==> config.mk <==
export PLATFORM = sky130hd
export DESIGN_NAME = sst_ram
export DESIGN_NICKNAME = d
export VERILOG_FILES = /design/src/hw/rtl/sst_ram.sv
export SDC_FILE = /design/constraint.sdc
export NUM_CORES = 1
export LEC_CHECK = 0
export ABC_AREA = 1
export BUFFER_PORTS_ARGS = -buffer_cell sky130_fd_sc_hd__buf_4
export CAP_MARGIN = 25
export CORE_MARGIN = 2
export CORE_UTILIZATION = 39
export CTS_BUF_LIST = sky130_fd_sc_hd__clkbuf_8
export DETAILED_ROUTE_END_ITERATION = 8
export PLACE_DENSITY = 0.61
export SYNTH_ARGS = -nofsm -noshare
export SYNTH_HDL_FRONTEND = slang
export SYNTH_SLANG_ARGS = --single-unit
==> constraint.sdc <==
create_clock -name clk -period 2.45 [get_ports clk]
set_input_delay 0.1225 -clock clk [delete_from_list [all_inputs] [get_ports clk]]
set_output_delay 0.1225 -clock clk [all_outputs]
set_load 0.005 [all_outputs]
==> src/hw/rtl/sst_ram.sv <==
// Generic single-write, single-read synchronous RAM with registered read.
// No dependencies.
module sst_ram #(
    parameter int WIDTH = 8,
    parameter int DEPTH = 16
) (
    input  logic                     clk,
    input  logic                     we,
    input  logic [$clog2(DEPTH)-1:0] waddr,
    input  logic [WIDTH-1:0]         wdata,
    input  logic [$clog2(DEPTH)-1:0] raddr,
    output logic [WIDTH-1:0]         rdata
);

    logic [WIDTH-1:0] mem [DEPTH];
    logic [WIDTH-1:0] rdata_reg;

    always_ff @(posedge clk)
    begin
        if (we)
        begin
            mem[waddr] <= wdata;
        end
        rdata_reg <= mem[raddr];
    end

    assign rdata = rdata_reg;

endmodule

# Word level (Yosys, flattened, before mapping)
# Memories as Yosys holds them, arrays and structs flattened. A register that Yosys moved wholly into a read port is not among the register bits.
# Index checks and enable logic that the tools add are counted.
# W data, S select, Z words.
[op_classes]
mux = 2
[ops]
columns = ["op", "count"]
rows = [
  ["$mux W1", 2],
]
[word_totals]
regBits = 0
ram_bits = 128
output_inout_bits = 8
wordCells = 3
memories = 1
[mem_list]
columns = ["memory", "depth", "word_bits", "read_ports", "rd_clocked_by_memory_dff", "wr", "line", "text"]
rows = [
  ["mem", 16, 8, 1, 1, 1, "15", "logic [WIDTH-1:0] mem [DEPTH];"],
]

# Longest topological paths before layout
[logic_depth]
ltp_word = 2
depth_mapped = 8

# Worst setup path before layout
# No wires, ideal clock.
[synth_timing]
path_type = "in2reg"
startpoint = "input waddr[2]"
endpoint = "memory mem[10][0] (enable)"
setup_ps = 370
t_arrival_ps = 703
t_required_ps = 2080
slack_ps = 1377
stages = 2
path_buffers = 0
cell_sequence = "nand3b_1 -> nor2_1"
[synth_rtl]
columns = ["element", "line", "text"]
rows = [
  ["from (decl)", "9", "input logic [$clog2(DEPTH)-1:0] waddr,"],
  ["to (decl)", "15", ""],
]
# Straight into the memory's write port.

==> key figures <==
Pwr
  – Maximum VDD drop: 0.313 mV
  – Power per standard cell area: 722 nW/um2
  – Static leakage: 2.75 nW

Timing
  – Fin crit share: 47.8%
  – Fin Setup TNS: 0 ps
  – Fmax: 855 MHz
  – Slew margin rel.: 46.1%
  – Count of final hold-check violations: 0
  – Worst Max-Slew Pin Slew: 806 ps
  – Final slew viol count: 0
  – Final min period: 1170 ps
  – Final Skew: 7.88 ps
  – Final-report setup violation count: 0
  – RSZ-0062 raised after global routing: no

Worst setup path
  – CP dominant cell by count: nand3_1
  – Crit Path Max Fanout: 33
  – Critical-path top delay cell: inv_2
  – Nature of the critical path startpoint: primary input
  – CP Cell Sequence: buf_4, inv_2, nand3_1, nand3_1, nand3_1, nand2_1
  – Crit path DAT: 1490 ps
  – WS Path Type: primary input to flip-flop
  – Critical Path Max Stage Delay: 380 ps
  – Cell family with most CP delay: buffers and inverters
  – CP bufs+invs: 2
  – CP Data Required Time: 2770 ps
  – CP Capture Type: flip-flop

Clocking
  – Clock buffer depth: 2
  – Cts repair resizes: 0
  – CTS tree: done
  – CTS Buf Count: 17
  – Worst skew pair latency: 430 ps
  – Root buf cell: clkbuf_8
  – CTS HTree Levels: 4
  – Clk sinks: 136
  – Post-CTS setup buffer count: 0
  – Clock Pin Slew Worst Setup and Hold Paths: 80 ps
  – CTS Hold Bufs: 0

Synth
  – Largest cells by area after synthesis: edfxtp_1, nand2_1, nand3_1
  – Yosys top cell by area: edfxtp_1
  – Count of state elements after synthesis: 136
  – Async SR Flop Fraction: 0%
  – Ys flop type: edfxtp_1
  – Syn_area_per_cell: 10.5 um2
  – EDFF count, synth: 128
  – Mapped Area: 5770 um2
  – Syn Nets: 569
  – Synth top cells by count: nand2_1, edfxtp_1, inv_1, nand3_1, nor2_1
  – Unique masters post-synth: 12
  – Post-Synthesis Cells: 551
  – Most common cell in the netlist: nand2_1
  – Yosys top cell area share: 66.7%
  – Post-synthesis sequential area ratio: 69.4%
  – Synth Warn #: 0

Hold path
  – Hold crit path type: primary input to flip-flop

Floorplanning
  – Initial Util: 39.8%
  – Die area: 15800 um2
  – Placeable core area: 14500 um2
  – Std-Cell Rows: 44
  – Die span in x: 126 um
  – Die Y: 126 um
  – Ports: 26

Cells and area
  – Synthesis-to-finish area growth: 11.7%
  – Nets@finish: 595
  – Share of cells above drive strength 1: 10.4%
  – Max reg flops: 128
  – Fillcell total: 1355
  – Antenna cells: 0
  – Fin cells: 773

Placement
  – PortBufs: 25
  – Placer Congestion: 0.776
  – Placed Cells: 742
  – Post-DP HPWL: 7700 um

GRT
  – Grt met3 use: 3.68%
  – Total gr overflow: 0
  – Initial antenna violation count: 0
  – First-pass GRT wire length: 19900 um
  – Pin count of the biggest net entering global routing: 45
  – Total GRT Usage: 16.8%
  – GR met1 Demand/Resource: 22.6%
  – Vias in the first global route: 3573
  – Gr busiest metal: met2
  – Met2 Use GR: 26.4%

Drt
  – Vias: 3713
  – 1st-iter DRT viols: 287
  – Pre-antenna DRT Iters: 5
  – Via density: 4.80
  – Wire length per cell: 16.4 um
  – WL final: 12600 um
  – DRC Markers: 0
  – Post-route antenna net violation count: 0

Run status
  – Status: complete, no violations

Job
  – Max cap viols: 0
[cells by family after synthesis]
family / count (synthesis) / synth area share [%]
and+or+nand+nor: 289 / 21.0
DFF: 136 / 69.4
buffers and inverters: 126 / 9.52
[stage by stage]
stage / hold slack (ps) / utilization (%) / setup slack [ps] / instance area (um2) / total power, mW
6_report: 26.4 / 44.5 / 1280 / 6440 / 4.65
5_1_grt: 10.6 / 44.5 / 1220 / 6440 / 4.82
2_1_floorplan: 221 / - / 1380 / 5770 / 2.85
3_3_place_gp: 464 / 42.0 / 865 / 6080 / 2.99
4_1_cts: 7.65 / 44.5 / 1320 / 6440 / 4.68
3_5_place_dp: 461 / 42.0 / 861 / 6080 / 2.99
[metal layers]
layer | routed length, um | vias to the layer above
met2 | 6080 | 118
met1 | 5510 | 1760
met3 | 781 | 17
li1 | - | 1818
met4 | 267 | 0
met5 | 0 | -
[worst paths after layout]
check	start	end	slack (ps)	cells after the start
min	wdata[5]	mem[10][5]	30	1
max reg2reg	mem[9][0]	rdata[0]	1360	6
min reg2reg	mem[12][1]	rdata[1]	670	6
max	raddr[1]	rdata[0]	1280	6
[worst reg2reg max path, stage by stage (launching register included)]
cell	delay (ps)
edfxtp_1	380
inv_1	70
nand2_1	40
nand3_1	90
nand3_1	140
nand3_1	190
nand2_1	70
[layout make-up]
type,count,area (um2),share of cell area (%)
sequential,136,4000,62.1
multi-input combinational,289,1210,18.8
inverter,102,383,5.94
timing repair buffer,31,245,3.81
clock buffer,17,234,3.63
tap,184,230,3.57
clock inverter,14,134,2.08
[report_power, final]
| part | leakage [nW] | internal [mW] | switching [mW] |
|---|---|---|---|
| Clock | 0.176 | 0.884 | 0.835 |
| Sequential | 1.22 | 2.60 | 0.0154 |
| Combinational | 1.35 | 0.102 | 0.220 |
| Total | 2.75 | 3.58 | 1.07 |
[layout by cell type (no fill, tap or decap), types with 2 or more instances in the layout]
master,instances
nand2_1,173
edfxtp_1,128
inv_1,100
nand3_1,97
buf_4,30
nor2_1,17
clkbuf_8,17
dfxtp_1,8
clkinvlp_4,4
clkinv_1,3
clkinv_2,3
inv_2,2
nand3b_1,2
bufinv_16,2
No activity file was read; power rests on OpenSTA's default activity.
